==> src/rtl/core/md5sh_pkg.sv <==
// md5sh_pkg: shared types, constants and round tables for the MD5 stream hasher.
// Used by md5sh_block_ram, md5sh_round and md5_stream_hash; depends on nothing.
`default_nettype none

package md5sh_pkg;

  // chaining values loaded at reset and after each digest
  localparam logic [31:0] INIT_A = 32'h67452301;
  localparam logic [31:0] INIT_B = 32'hefcdab89;
  localparam logic [31:0] INIT_C = 32'h98badcfe;
  localparam logic [31:0] INIT_D = 32'h10325476;

  localparam logic [7:0] PAD_MARK     = 8'h80;
  localparam logic [3:0] LEN_LO_WORD  = 4'd14;
  localparam logic [3:0] LEN_HI_WORD  = 4'd15;
  localparam logic [3:0] LAST_WORD    = 4'd15;
  localparam logic [5:0] LAST_ROUND   = 6'd63;
  localparam logic [5:0] LAST_BYTE    = 6'd63;
  localparam logic [2:0] DIGEST_WORDS = 3'd4;
  localparam logic [1:0] LAST_DIGEST  = 2'd3;

  // one write request into the block buffer
  typedef struct packed {
    logic        en;
    logic [3:0]  be;
    logic [3:0]  addr;
    logic [31:0] data;
  } blk_wr_t;

  // control of the round datapath
  typedef struct packed {
    logic       load;
    logic       step;
    logic [5:0] rnd;
  } round_ctrl_t;

  localparam logic [31:0] K_TABLE [64] = '{
    32'hd76aa478, 32'he8c7b756, 32'h242070db, 32'hc1bdceee,
    32'hf57c0faf, 32'h4787c62a, 32'ha8304613, 32'hfd469501,
    32'h698098d8, 32'h8b44f7af, 32'hffff5bb1, 32'h895cd7be,
    32'h6b901122, 32'hfd987193, 32'ha679438e, 32'h49b40821,
    32'hf61e2562, 32'hc040b340, 32'h265e5a51, 32'he9b6c7aa,
    32'hd62f105d, 32'h02441453, 32'hd8a1e681, 32'he7d3fbc8,
    32'h21e1cde6, 32'hc33707d6, 32'hf4d50d87, 32'h455a14ed,
    32'ha9e3e905, 32'hfcefa3f8, 32'h676f02d9, 32'h8d2a4c8a,
    32'hfffa3942, 32'h8771f681, 32'h6d9d6122, 32'hfde5380c,
    32'ha4beea44, 32'h4bdecfa9, 32'hf6bb4b60, 32'hbebfbc70,
    32'h289b7ec6, 32'heaa127fa, 32'hd4ef3085, 32'h04881d05,
    32'hd9d4d039, 32'he6db99e5, 32'h1fa27cf8, 32'hc4ac5665,
    32'hf4292244, 32'h432aff97, 32'hab9423a7, 32'hfc93a039,
    32'h655b59c3, 32'h8f0ccc92, 32'hffeff47d, 32'h85845dd1,
    32'h6fa87e4f, 32'hfe2ce6e0, 32'ha3014314, 32'h4e0811a1,
    32'hf7537e82, 32'hbd3af235, 32'h2ad7d2bb, 32'heb86d391
  };

  // rotate amounts, indexed by {stage, round[1:0]}
  localparam logic [4:0] SHIFT_TABLE [16] = '{
    5'd7, 5'd12, 5'd17, 5'd22, 5'd5, 5'd9, 5'd14, 5'd20,
    5'd4, 5'd11, 5'd16, 5'd23, 5'd6, 5'd10, 5'd15, 5'd21
  };

  // message word used by a round
  function automatic logic [3:0] msg_index(input logic [5:0] rnd);
    logic [3:0] r;
    logic [3:0] g;
    r = rnd[3:0];
    unique case (rnd[5:4])
      2'd0:    g = r;
      2'd1:    g = 4'(r * 4'd5 + 4'd1);
      2'd2:    g = 4'(r * 4'd3 + 4'd5);
      default: g = 4'(r * 4'd7);
    endcase
    return g;
  endfunction

endpackage

`default_nettype wire

==> src/rtl/core/md5sh_block_ram.sv <==
// md5sh_block_ram: 16 x 32 block buffer with byte-lane writes and a registered read.
// Depends on md5sh_pkg for the write request type.
`default_nettype none

module md5sh_block_ram (
  input  wire logic             clk,
  input  wire md5sh_pkg::blk_wr_t wr,
  input  wire logic [3:0]       raddr,
  output logic      [31:0]      rdata
);

  logic [31:0] mem [16];

  // byte-lane write port
  always_ff @(posedge clk) begin
    for (int j = 0; j < 4; j++) begin
      if (wr.en && wr.be[j]) begin
        mem[wr.addr][8*j +: 8] <= wr.data[8*j +: 8];
      end
    end
  end

  // read port, registered
  always_ff @(posedge clk) begin
    rdata <= mem[raddr];
  end

endmodule

`default_nettype wire

==> src/rtl/core/md5sh_round.sv <==
// md5sh_round: working registers A..D and one MD5 round per step.
// Depends on md5sh_pkg for the round tables and control struct.
`default_nettype none

module md5sh_round (
  input  wire logic                   clk,
  input  wire md5sh_pkg::round_ctrl_t ctrl,
  input  wire logic [3:0][31:0]       init,
  input  wire logic [31:0]            msg,
  output logic      [3:0][31:0]       work
);

  logic [31:0] a, b, c, d, f, sum;
  logic [63:0] rot;
  logic [4:0]  sh;

  assign a = work[0];
  assign b = work[1];
  assign c = work[2];
  assign d = work[3];

  // round function per stage
  always_comb begin
    unique case (ctrl.rnd[5:4])
      2'd0:    f = (b & c) | (~b & d);
      2'd1:    f = (b & d) | (c & ~d);
      2'd2:    f = b ^ c ^ d;
      default: f = c ^ (b | ~d);
    endcase
  end

  assign sum = a + f + msg + md5sh_pkg::K_TABLE[ctrl.rnd];
  assign sh  = md5sh_pkg::SHIFT_TABLE[{ctrl.rnd[5:4], ctrl.rnd[1:0]}];
  assign rot = {sum, sum} << sh;

  // load from chaining words or rotate the registers by one round
  always_ff @(posedge clk) begin
    if (ctrl.load) begin
      work <= init;
    end else if (ctrl.step) begin
      work[0] <= d;
      work[1] <= rot[63:32] + b;
      work[2] <= b;
      work[3] <= c;
    end
  end

endmodule

`default_nettype wire

==> src/rtl/core/md5_stream_hash.sv <==
// md5_stream_hash: MD5 of a byte stream; sequencer, padding and digest output.
// Depends on md5sh_pkg, md5sh_block_ram and md5sh_round.
//
// Usage:
//   s_* carries one request per byte: tdata is the byte, tuser says a byte is
//   present, tlast closes the message. m_* returns the digest as four requests,
//   A first; tuser is the word index and tlast marks word D.
//   A plain byte leaves s_tready high. A byte that fills a 64-byte block
//   starts a compression: one fetch, 64 rounds (one per cycle, one buffer
//   read each) and one chaining update. A closing request adds a padding
//   sweep of up to 16 buffer words (one per cycle) and a compression, twice
//   when fewer than 9 bytes of the block are free, then loads the output buffer.
//   The digest drains one word per cycle while m_tready is high. Input is
//   taken again while the digest drains; a second digest waits in the
//   sequencer until the output buffer is empty, so a stalled receiver
//   eventually stalls s_tready.
//   Reset restores the initial chaining words and a zero byte count; the
//   block buffer needs no clearing since padding overwrites every byte read.
`default_nettype none

module md5_stream_hash (
  input  wire logic        clk,
  input  wire logic        rst,
  input  wire logic        s_tvalid,
  output logic             s_tready,
  input  wire logic [7:0]  s_tdata,   // [7:0] data_byte
  input  wire logic        s_tuser,   // [0] byte_present
  input  wire logic        s_tlast,   // last
  output logic             m_tvalid,
  input  wire logic        m_tready,
  output logic      [31:0] m_tdata,   // [31:0] digest_word
  output logic      [1:0]  m_tuser,   // [1:0] word_index
  output logic             m_tlast    // last_word
);

  typedef enum logic [5:0] {
    ST_IDLE  = 6'b000001,
    ST_FETCH = 6'b000010,
    ST_ROUND = 6'b000100,
    ST_ACCUM = 6'b001000,
    ST_PAD   = 6'b010000,
    ST_EMIT  = 6'b100000
  } state_t;

  state_t                 state;
  logic [3:0][31:0]       chain;
  logic [3:0][31:0]       work;
  logic [31:0]            count;
  logic [31:0]            count_next;
  logic [5:0]             rnd;
  logic [3:0]             sweep;
  logic                   closing, marked, len_done, len_here;
  logic [3:0][31:0]       out_words;
  logic [2:0]             out_left;
  logic [1:0]             out_idx;
  logic                   s_fire, m_fire, byte_in;
  logic [31:0]            msg;
  logic [3:0]             raddr;
  logic [5:0]             rd_rnd;
  md5sh_pkg::blk_wr_t     wr;
  md5sh_pkg::round_ctrl_t rctl;
  logic                   mark_here;

  assign s_tready   = (state == ST_IDLE);
  assign s_fire     = s_tvalid && s_tready;
  assign m_fire     = m_tvalid && m_tready;
  assign byte_in    = s_fire && s_tuser;
  assign count_next = count + {31'd0, byte_in};

  assign m_tvalid = (out_left != 3'd0);
  assign m_tdata  = out_words[0];
  assign m_tuser  = out_idx;
  assign m_tlast  = (out_idx == md5sh_pkg::LAST_DIGEST);

  // buffer read: prefetch the message word of the next round
  assign rd_rnd = (state == ST_ROUND) ? rnd + 6'd1 : rnd;
  assign raddr  = md5sh_pkg::msg_index(rd_rnd);

  assign rctl.load = (state == ST_FETCH);
  assign rctl.step = (state == ST_ROUND);
  assign rctl.rnd  = rnd;

  assign mark_here = !marked && (sweep == count[5:2]);

  // buffer write: incoming byte or one padding word
  always_comb begin
    wr = '0;
    if (byte_in) begin
      wr.en   = 1'b1;
      wr.addr = count[5:2];
      wr.be   = 4'b0001 << count[1:0];
      wr.data = {4{s_tdata}};
    end else if (state == ST_PAD) begin
      wr.en   = 1'b1;
      wr.addr = sweep;
      wr.be   = 4'hf;
      if (len_here && sweep == md5sh_pkg::LEN_LO_WORD) begin
        wr.data = {count[28:0], 3'b000};
      end else if (len_here && sweep == md5sh_pkg::LEN_HI_WORD) begin
        wr.data = {29'd0, count[31:29]};
      end else if (mark_here) begin
        for (int j = 0; j < 4; j++) begin
          wr.be[j]         = (2'(j) >= count[1:0]);
          wr.data[8*j +: 8] = (2'(j) == count[1:0]) ? md5sh_pkg::PAD_MARK : 8'h00;
        end
      end
    end
  end

  md5sh_block_ram u_ram (
    .clk   (clk),
    .wr    (wr),
    .raddr (raddr),
    .rdata (msg)
  );

  md5sh_round u_round (
    .clk  (clk),
    .ctrl (rctl),
    .init (chain),
    .msg  (msg),
    .work (work)
  );

  // sequencer
  always_ff @(posedge clk) begin
    if (rst) begin
      state    <= ST_IDLE;
      chain    <= {md5sh_pkg::INIT_D, md5sh_pkg::INIT_C,
                   md5sh_pkg::INIT_B, md5sh_pkg::INIT_A};
      count    <= '0;
      rnd      <= '0;
      sweep    <= '0;
      closing  <= 1'b0;
      marked   <= 1'b0;
      len_done <= 1'b0;
      len_here <= 1'b0;
    end else begin
      unique case (state)
        ST_IDLE: begin
          count <= count_next;
          if (s_fire) begin
            closing <= s_tlast;
            if (byte_in && count[5:0] == md5sh_pkg::LAST_BYTE) begin
              state <= ST_FETCH;
            end else if (s_tlast) begin
              state    <= ST_PAD;
              sweep    <= count_next[5:2];
              len_here <= (count_next[5:3] != 3'b111);
            end
          end
        end
        ST_FETCH: begin
          rnd   <= '0;
          state <= ST_ROUND;
        end
        ST_ROUND: begin
          rnd <= rnd + 6'd1;
          if (rnd == md5sh_pkg::LAST_ROUND) begin
            state <= ST_ACCUM;
          end
        end
        ST_ACCUM: begin
          for (int k = 0; k < 4; k++) begin
            chain[k] <= chain[k] + work[k];
          end
          if (!closing) begin
            state <= ST_IDLE;
          end else if (len_done) begin
            state <= ST_EMIT;
          end else begin
            state    <= ST_PAD;
            sweep    <= marked ? 4'd0 : count[5:2];
            len_here <= marked || (count[5:3] != 3'b111);
          end
        end
        ST_PAD: begin
          sweep <= sweep + 4'd1;
          if (sweep == md5sh_pkg::LAST_WORD) begin
            marked   <= 1'b1;
            len_done <= len_here;
            state    <= ST_FETCH;
          end
        end
        ST_EMIT: begin
          if (out_left == 3'd0) begin
            chain    <= {md5sh_pkg::INIT_D, md5sh_pkg::INIT_C,
                         md5sh_pkg::INIT_B, md5sh_pkg::INIT_A};
            count    <= '0;
            closing  <= 1'b0;
            marked   <= 1'b0;
            len_done <= 1'b0;
            state    <= ST_IDLE;
          end
        end
        default: state <= ST_IDLE;
      endcase
    end
  end

  // digest output buffer
  always_ff @(posedge clk) begin
    if (rst) begin
      out_left <= '0;
      out_idx  <= '0;
    end else if (state == ST_EMIT && out_left == 3'd0) begin
      out_left <= md5sh_pkg::DIGEST_WORDS;
      out_idx  <= '0;
    end else if (m_fire) begin
      out_left <= out_left - 3'd1;
      out_idx  <= out_idx + 2'd1;
    end
  end

  always_ff @(posedge clk) begin
    if (state == ST_EMIT && out_left == 3'd0) begin
      out_words <= chain;
    end else if (m_fire) begin
      out_words <= {32'd0, out_words[3:1]};
    end
  end

`ifndef ASSERT_OFF
  // the block buffer is never written while a compression reads it
  a_no_write_in_rounds: assert property (@(posedge clk) disable iff (rst)
    (state == ST_FETCH || state == ST_ROUND) |-> !wr.en)
    else $error("block buffer written during compression");

  // output buffer never holds more than one digest
  a_out_bound: assert property (@(posedge clk) disable iff (rst)
    out_left <= md5sh_pkg::DIGEST_WORDS)
    else $error("output buffer overfilled");

  // the length words are only placed after the end mark
  a_len_after_mark: assert property (@(posedge clk) disable iff (rst)
    len_done |-> (marked && closing))
    else $error("length written before end mark");

  // a finished round sequence always leads to the chaining update
  a_rounds_end: assert property (@(posedge clk) disable iff (rst)
    (state == ST_ROUND && rnd == md5sh_pkg::LAST_ROUND) |=> state == ST_ACCUM)
    else $error("compression did not end in chaining update");

  // the word index and remaining count stay in step
  a_idx_sync: assert property (@(posedge clk) disable iff (rst)
    m_tvalid |-> ({1'b0, out_idx} + out_left == md5sh_pkg::DIGEST_WORDS))
    else $error("digest index out of step");
`endif

endmodule

`default_nettype wire

==> config.mk <==
export PLATFORM = sky130hd
export DESIGN_NAME = md5_stream_hash
export DESIGN_NICKNAME = d
export VERILOG_FILES = /design/src/rtl/core/md5sh_pkg.sv /design/src/rtl/core/md5sh_block_ram.sv /design/src/rtl/core/md5sh_round.sv /design/src/rtl/core/md5_stream_hash.sv
export SDC_FILE = /design/constraint.sdc
export NUM_CORES = 2
export LEC_CHECK = 0
export ABC_AREA = 0
export BUFFER_PORTS_ARGS = -buffer_cell sky130_fd_sc_hd__buf_4
export CAP_MARGIN = 40
export CORE_AREA = 2 2 463 281
export DETAILED_ROUTE_END_ITERATION = 10
export DIE_AREA = 0 0 465 283
export SLEW_MARGIN = 25
export SYNTH_ARGS = -nofsm -noshare
export SYNTH_HDL_FRONTEND = slang
export SYNTH_SLANG_ARGS = --single-unit
export TNS_END_PERCENT = 30
==> constraint.sdc <==
create_clock -name clk -period 12.4 [get_ports clk]
set_clock_uncertainty 0.15 [all_clocks]
set_input_delay 1.24 -clock clk [delete_from_list [all_inputs] [get_ports clk]]
set_output_delay 1.24 -clock clk [all_outputs]
set_load 0.03 [all_outputs]
Yosys cells after proc, flatten, opt, wreduce, memory -nomap -nowiden --
Memories as Yosys holds them, arrays and structs flattened. A register that Yosys moved wholly into a read port is not among the register bits. Cells that the tools add are included.
Operators by class: add/sub/neg operators 15, multipliers 3, order comparisons 6, eq/ne operators 30, shift operators 2, muxes and demuxes 67, bitwise logic cells 14, reduce and logical (&&, ||, !) cells 34
Operators by type and width (number):
- $mux W128 | 5
- $add A32 B32 Y32 | 8
- $pmux W128 S2 | 1
- $mux W32 | 6
- $and A32 B32 Y32 | 4
- $or A32 B32 Y32 | 3
- $pmux W32 S3 | 1
- $xor A32 B32 Y32 | 3
- $mux W41 | 2
- $not A32 Y32 | 2
- $pmux W32 S2 | 1
- $shl A64 B5 Y64 | 1
- $mux W6 | 9
- $mux W4 | 9
- $pmux W6 S6 | 1
- $add A32 B1 Y32 | 1
- $mux W8 | 4
- $pmux W4 S3 | 2
- $eq A6 B6 Y1 const B | 3
- $mux W1 | 17
- $logic_and A1 B1 Y1 | 12
- $pmux W6 S2 | 1
- $reduce_and A6 Y1 | 2
- $reduce_bool A2 Y1 | 6
- other kinds (41) | 67
Word-level totals: register bits 441, memory bits (writable) 512, memory bits (read-only) 2128, input port bits 14, output and inout bits 37, word-level logic and storage cells 197, memories kept 3
Memory list:
- (no name shown) | depth 64, width 32, read ports 1, clocked after memory_dff 0, wr ports 0, line md5sh_round.sv:32 | assign sum = a + f + msg + md5sh_pkg::K_TABLE[ctrl.rnd];
- u_ram.mem | depth 16, width 32, read ports 1, clocked after memory_dff 1, wr ports 1, line md5sh_block_ram.sv:12 | logic [31:0] mem [16];
- (no name shown) | depth 16, width 5, read ports 1, clocked after memory_dff 0, wr ports 0, line md5sh_round.sv:33 | assign sh = md5sh_pkg::SHIFT_TABLE[{ctrl.rnd[5:4], ctrl.rnd[1:0]}];

Depth between registers and ports, before layout --
depth after elaboration 11, gate-level depth with buffers 42, gate-level depth less buffers 39

Modules after synthesis --
Synthesis repeated with hierarchy kept, for this count alone.
Second synthesis, totals: cells, all modules 5346, area total of the unflattened synthesis 56923.3 µm²
By module, submodules not included:
- md5sh_block_ram | times used 1, cells each 909, area an instance 20099.3 µm², seq. area each 16015.4 µm²
- md5_stream_hash | times used 1, cells each 2332, area an instance 19642.6 µm², seq. area each 7547.2 µm²
- md5sh_round | times used 1, cells each 2105, area an instance 17181.5 µm², seq. area each 3843.7 µm²

Worst setup path before layout --
No wires, ideal clock.
kind register to register, from register rnd[1], to register u_round.work, in the netlist u_round.b[28] (data pin), setup time 0.135 ns, data arrival time 8.935 ns, data required time 12.115 ns, slack 3.180 ns, stages on the path, launching flop included 43, path buffers 4, period minus slack after synthesis 9.220 ns, cell sequence dfxtp_1 clkbuf_1 inv_1 clkbuf_1 ha_1 clkbuf_1 nor2_1 nor3_1 a31oi_1 o22ai_1 a221oi_1 fa_1 inv_1 fa_1 inv_1 ha_1 inv_1 fa_1 [... 7 more ...] xnor2_1 mux4_2 mux2_2 mux2i_1 mux2_2 ha_1 fa_1 a21o_1 a21oi_1 o21a_1 o211ai_1 a31oi_1 o31ai_1 a31o_2 a21o_1 a21oi_1 or4b_2 nand3_1
Between the ends: word-level cells in the longest chain between the ends 9, elaborated cells on any way between the ends 13, those cells by class 2 x add/sub; 1 x shift; 6 x mux; 2 x bitwise; 2 x memory
Ends and longest elaborated chain:
- from (decl) | line md5_stream_hash.sv:50 | logic [5:0] rnd;
- from (signal assigned) | line md5_stream_hash.sv:158 | rnd <= rnd + 6'd1;
- $not A6 Y7 (implied by the code) | line md5sh_round.sv:32
- $mem_v2 Z64 W32
- $mux W32 (implied by the code) (2 in series) | line md5sh_round.sv:32
- $add A32 B32 Y32 | line md5sh_round.sv:32
- $shl A64 B5 Y64 * | line md5sh_round.sv:34 | assign rot = {sum, sum} << sh;
- $add A32 B32 Y32 * | line md5sh_round.sv:42 | work[1] <= rot[63:32] + b;
- $mux W128 * | line md5sh_round.sv:40 | end else if (ctrl.step) begin
- $mux W128 * | line md5sh_round.sv:38 | if (ctrl.load) begin
- to (signal assigned) | line md5sh_round.sv:39 | work <= init;
- to (decl) | line md5sh_round.sv:10 | output logic [3:0][31:0] work
Every way passes the cells marked *; elsewhere a longest branch is shown, timed or not. The select of a mux whose other input is x is not followed. A chain may end at the register's enable or synchronous reset.

Worst setup path after layout --
from register rnd[0], to register u_round.work, in the netlist u_round.b[30] (data pin)
Same word-level chain as after synthesis.

==> metrics.yaml <==
die:
  core_area_mm2: 0.128
  fp.dieH_um: 283
  die-area_mm2: 0.132
  dieWidth_um: 465
  rows: 102
  initial_core_util_pct: 44.7
  io_pins: 51
logic_synthesis:
  syn_area_mm2: 0.0571
  synth_edf_count: 768
  synth_ff_type: "edfxtp_1"
  syn_area_per_cell_um2: 10.5
  synthesis.nets: 5759
  synthArstFlopShare_pct: 0
  ys_warn_count: 0
  seq_area_frac_synth_pct: 48.0
  synth.distinct_cells: 87
  synthCells: 5450
  ys_ff_latch: 985
setup_path:
  worstPathArrival_ns: 11.33
  crit_top_cell: "inv_1"
  crit_path_start: "rnd[0]"
  criticalPathCategory: "reg2reg"
  crit_fanout: 28
  r2r_start: "rnd[0]"
  r2r_setup_slack_ns: 1.36
  slowest_stage: "ha_1"
  crit_path_start_kind: "flop"
  end_kind: "flop"
  timing.rr.end: "u_round.b[30]"
  r2r_cells: 38
  slowest_delay_ns: 0.73
  cp.required_ns: 12.68
worst_hold_path:
  holdPathEnd: "closing"
  worstHoldStart: "closing"
  whs_path_depth: 2
  hold_path_class: "reg2reg"
timing:
  fin_tns_setup_ns: 0
  fin_crit_sh_pct: 89.1
  setup_viol: 0
  period_minus_slack_ns: 11.04
  rsz0062_at_grt: "no"
  hold_viol_final: 0
  slew_violations: 0
  relSlewSlack_pct: 33.1
  tightest_slew_ns: 1.00
  fmax_ghz: 0.0906
detailed_routing:
  ant_nets: 0
  wl_um: 183000
  wl_per_cell_um: 25.4
  drt-initial-drc-count: 6155
  firstDrtPassIters: 6
  via_per_inst: 6.10
  vias: 43984
  drc: 0
cells_and_area:
  nets: 5723
  area_delta_synth_final_pct: 10.0
  final_cell_mix: "893 x nand2_1, 768 x edfxtp_1, 396 x a21oi_1"
  final_common_cell: "nand2_1"
  finish.instance_area_mm2: 0.0628
  drive_gt1_share_pct: 11.6
cts:
  cts_htree_levels: 3
  holdBufCountCts: 0
  cts_resized: 0
  root_buffer: "clkbuf_16"
  clockBufferDepth: 3
  insertion_delay_ns: 0.74
  clock-sinks: 985
  cts_made_buffers: 94
  cts_setup_buffers: 0
  cts_tree: "yes"
  clk_pin_slew_worst_paths_ns: 0.07
global_route:
  grt_usage_pct: 27.3
  grt_first_pass_wirelength_um: 271000
  grt_max_degree: 91
  grt_antenna_before_repair: 6
  grt.overflow.total: 0
  grt_pass1_vias: 39906
power:
  ir_drop_v: 0.000154
  powerDensity_mw_per_mm2: 153
  leakage_nw: 23.8
run_status:
  status: "finished, final reports clean"
place:
  dp_hpwl_um: 133000
  post_dp_cell_area_mm2: 0.0593
  gp_congestion: 0.996
  io_buffers: 50
flow_run:
  cap_violations: 0
## synth_stat cells, types with 86 or more instances
cell type | count | area share [%]
a21o_1 | 86 | 1.1
a21oi_1 | 396 | 3.5
nor3_1 | 91 | 0.80
xor2_1 | 94 | 1.4
nand3_1 | 136 | 1.2
inv_1 | 261 | 1.7
clkbuf_1 | 236 | 1.6
ha_1 | 226 | 5.0
o21ai_0 | 259 | 2.3
mux4_2 | 175 | 6.9
xnor2_1 | 101 | 1.5
mux2i_1 | 87 | 1.5
nor2_1 | 396 | 2.6
edfxtp_1 | 768 | 40
dfxtp_1 | 217 | 7.6
nand2_1 | 895 | 5.9
## flip-flops by register name, indices dropped and copies added (netlist names), 4 cells and up
register / cells
chain: 128
u_ram.rdata: 32
u_round.b: 32
out_words: 96
u_round.d: 32
sweep: 4
m_tdata: 32
u_round.c: 32
rnd: 6
count: 32
state: 6
u_ram.mem: 512
u_round.a: 32
## through the flow
stage               utilization, %  setup WS [ns]  total power [W]  std cells  hold slack (ns)
finish                        49.1           1.36          0.00960       7212            0.342
global placement              46.2           1.94          0.00654       6982            0.329
detailed placement            46.4           1.82          0.00655       7009            0.332
global route                  49.1          0.950           0.0100       7212            0.371
floorplan                        -           3.18          0.00584       5450            0.304
CTS                           48.9           1.73          0.00958       7185            0.342
## layer usage
metal | GRT usage [%] | wire length (um) | vias to the layer above
li1 | - | - | 19898
met1 | 46.2 | 90900 | 21674
met2 | 33.5 | 67700 | 2225
met3 | 7.63 | 21600 | 185
met4 | 4.73 | 2840 | 2
met5 | 0 | 46 | -
## how the worst max path moves through the flow
stage	to	slack [ns]	cells past startpoint
finish	u_round.b[30]	1.36	38
global route	u_round.b[31]	0.95	39
CTS	u_round.b[30]	1.73	38
detailed placement	u_round.b[30]	1.82	38
global placement	u_round.b[30]	1.94	37
floorplan	u_round.b[28]	3.18	42
## logic make-up after synthesis
kind of cell	count (synthesis)	share of synthesized area, %
AND/OR/NAND/NOR	1791	13.7
AO/OA/AOI/OAI	1269	14.2
XOR/XNOR	198	3.08
flip-flops	985	48.0
multiplexers	288	8.94
adder cells (fa/ha/maj)	326	7.92
buffers and inverters	593	4.17
## report_power, final
part / total, W / leakage [nW] / switching (W) / internal, W
clock: 0.00304 / 1.57 / 0.00135 / 0.00168
sequential: 0.00394 / 8.83 / 0.0000841 / 0.00386
combinational: 0.00262 / 13.4 / 0.00164 / 0.000986
total: 0.00960 / 23.8 / 0.00307 / 0.00653
## critical path: cells and delay by family (launching register included)
kind,cells,cell delay (ns)
adders and majority gates,6,2.73
buffers and inverters,7,1.25
muxes,5,1.68
and+or+nand+nor,5,0.80
DFF,1,0.31
AOI/OAI and AO/OA,15,3.82
## cell type report
cell class                      count  area (um2)
Fill cell                       11535       65000
Sequential cell                   985       27400
Multi-Input combinational cell   3872       27400
Clock buffer                      121        2510
Tap cell                         1716        2150
Timing Repair Buffer              197        1620
Inverter                          264         996
Clock inverter                     55         689
Antenna cell                        2        5.00
(Power assumes the default switching activity.)
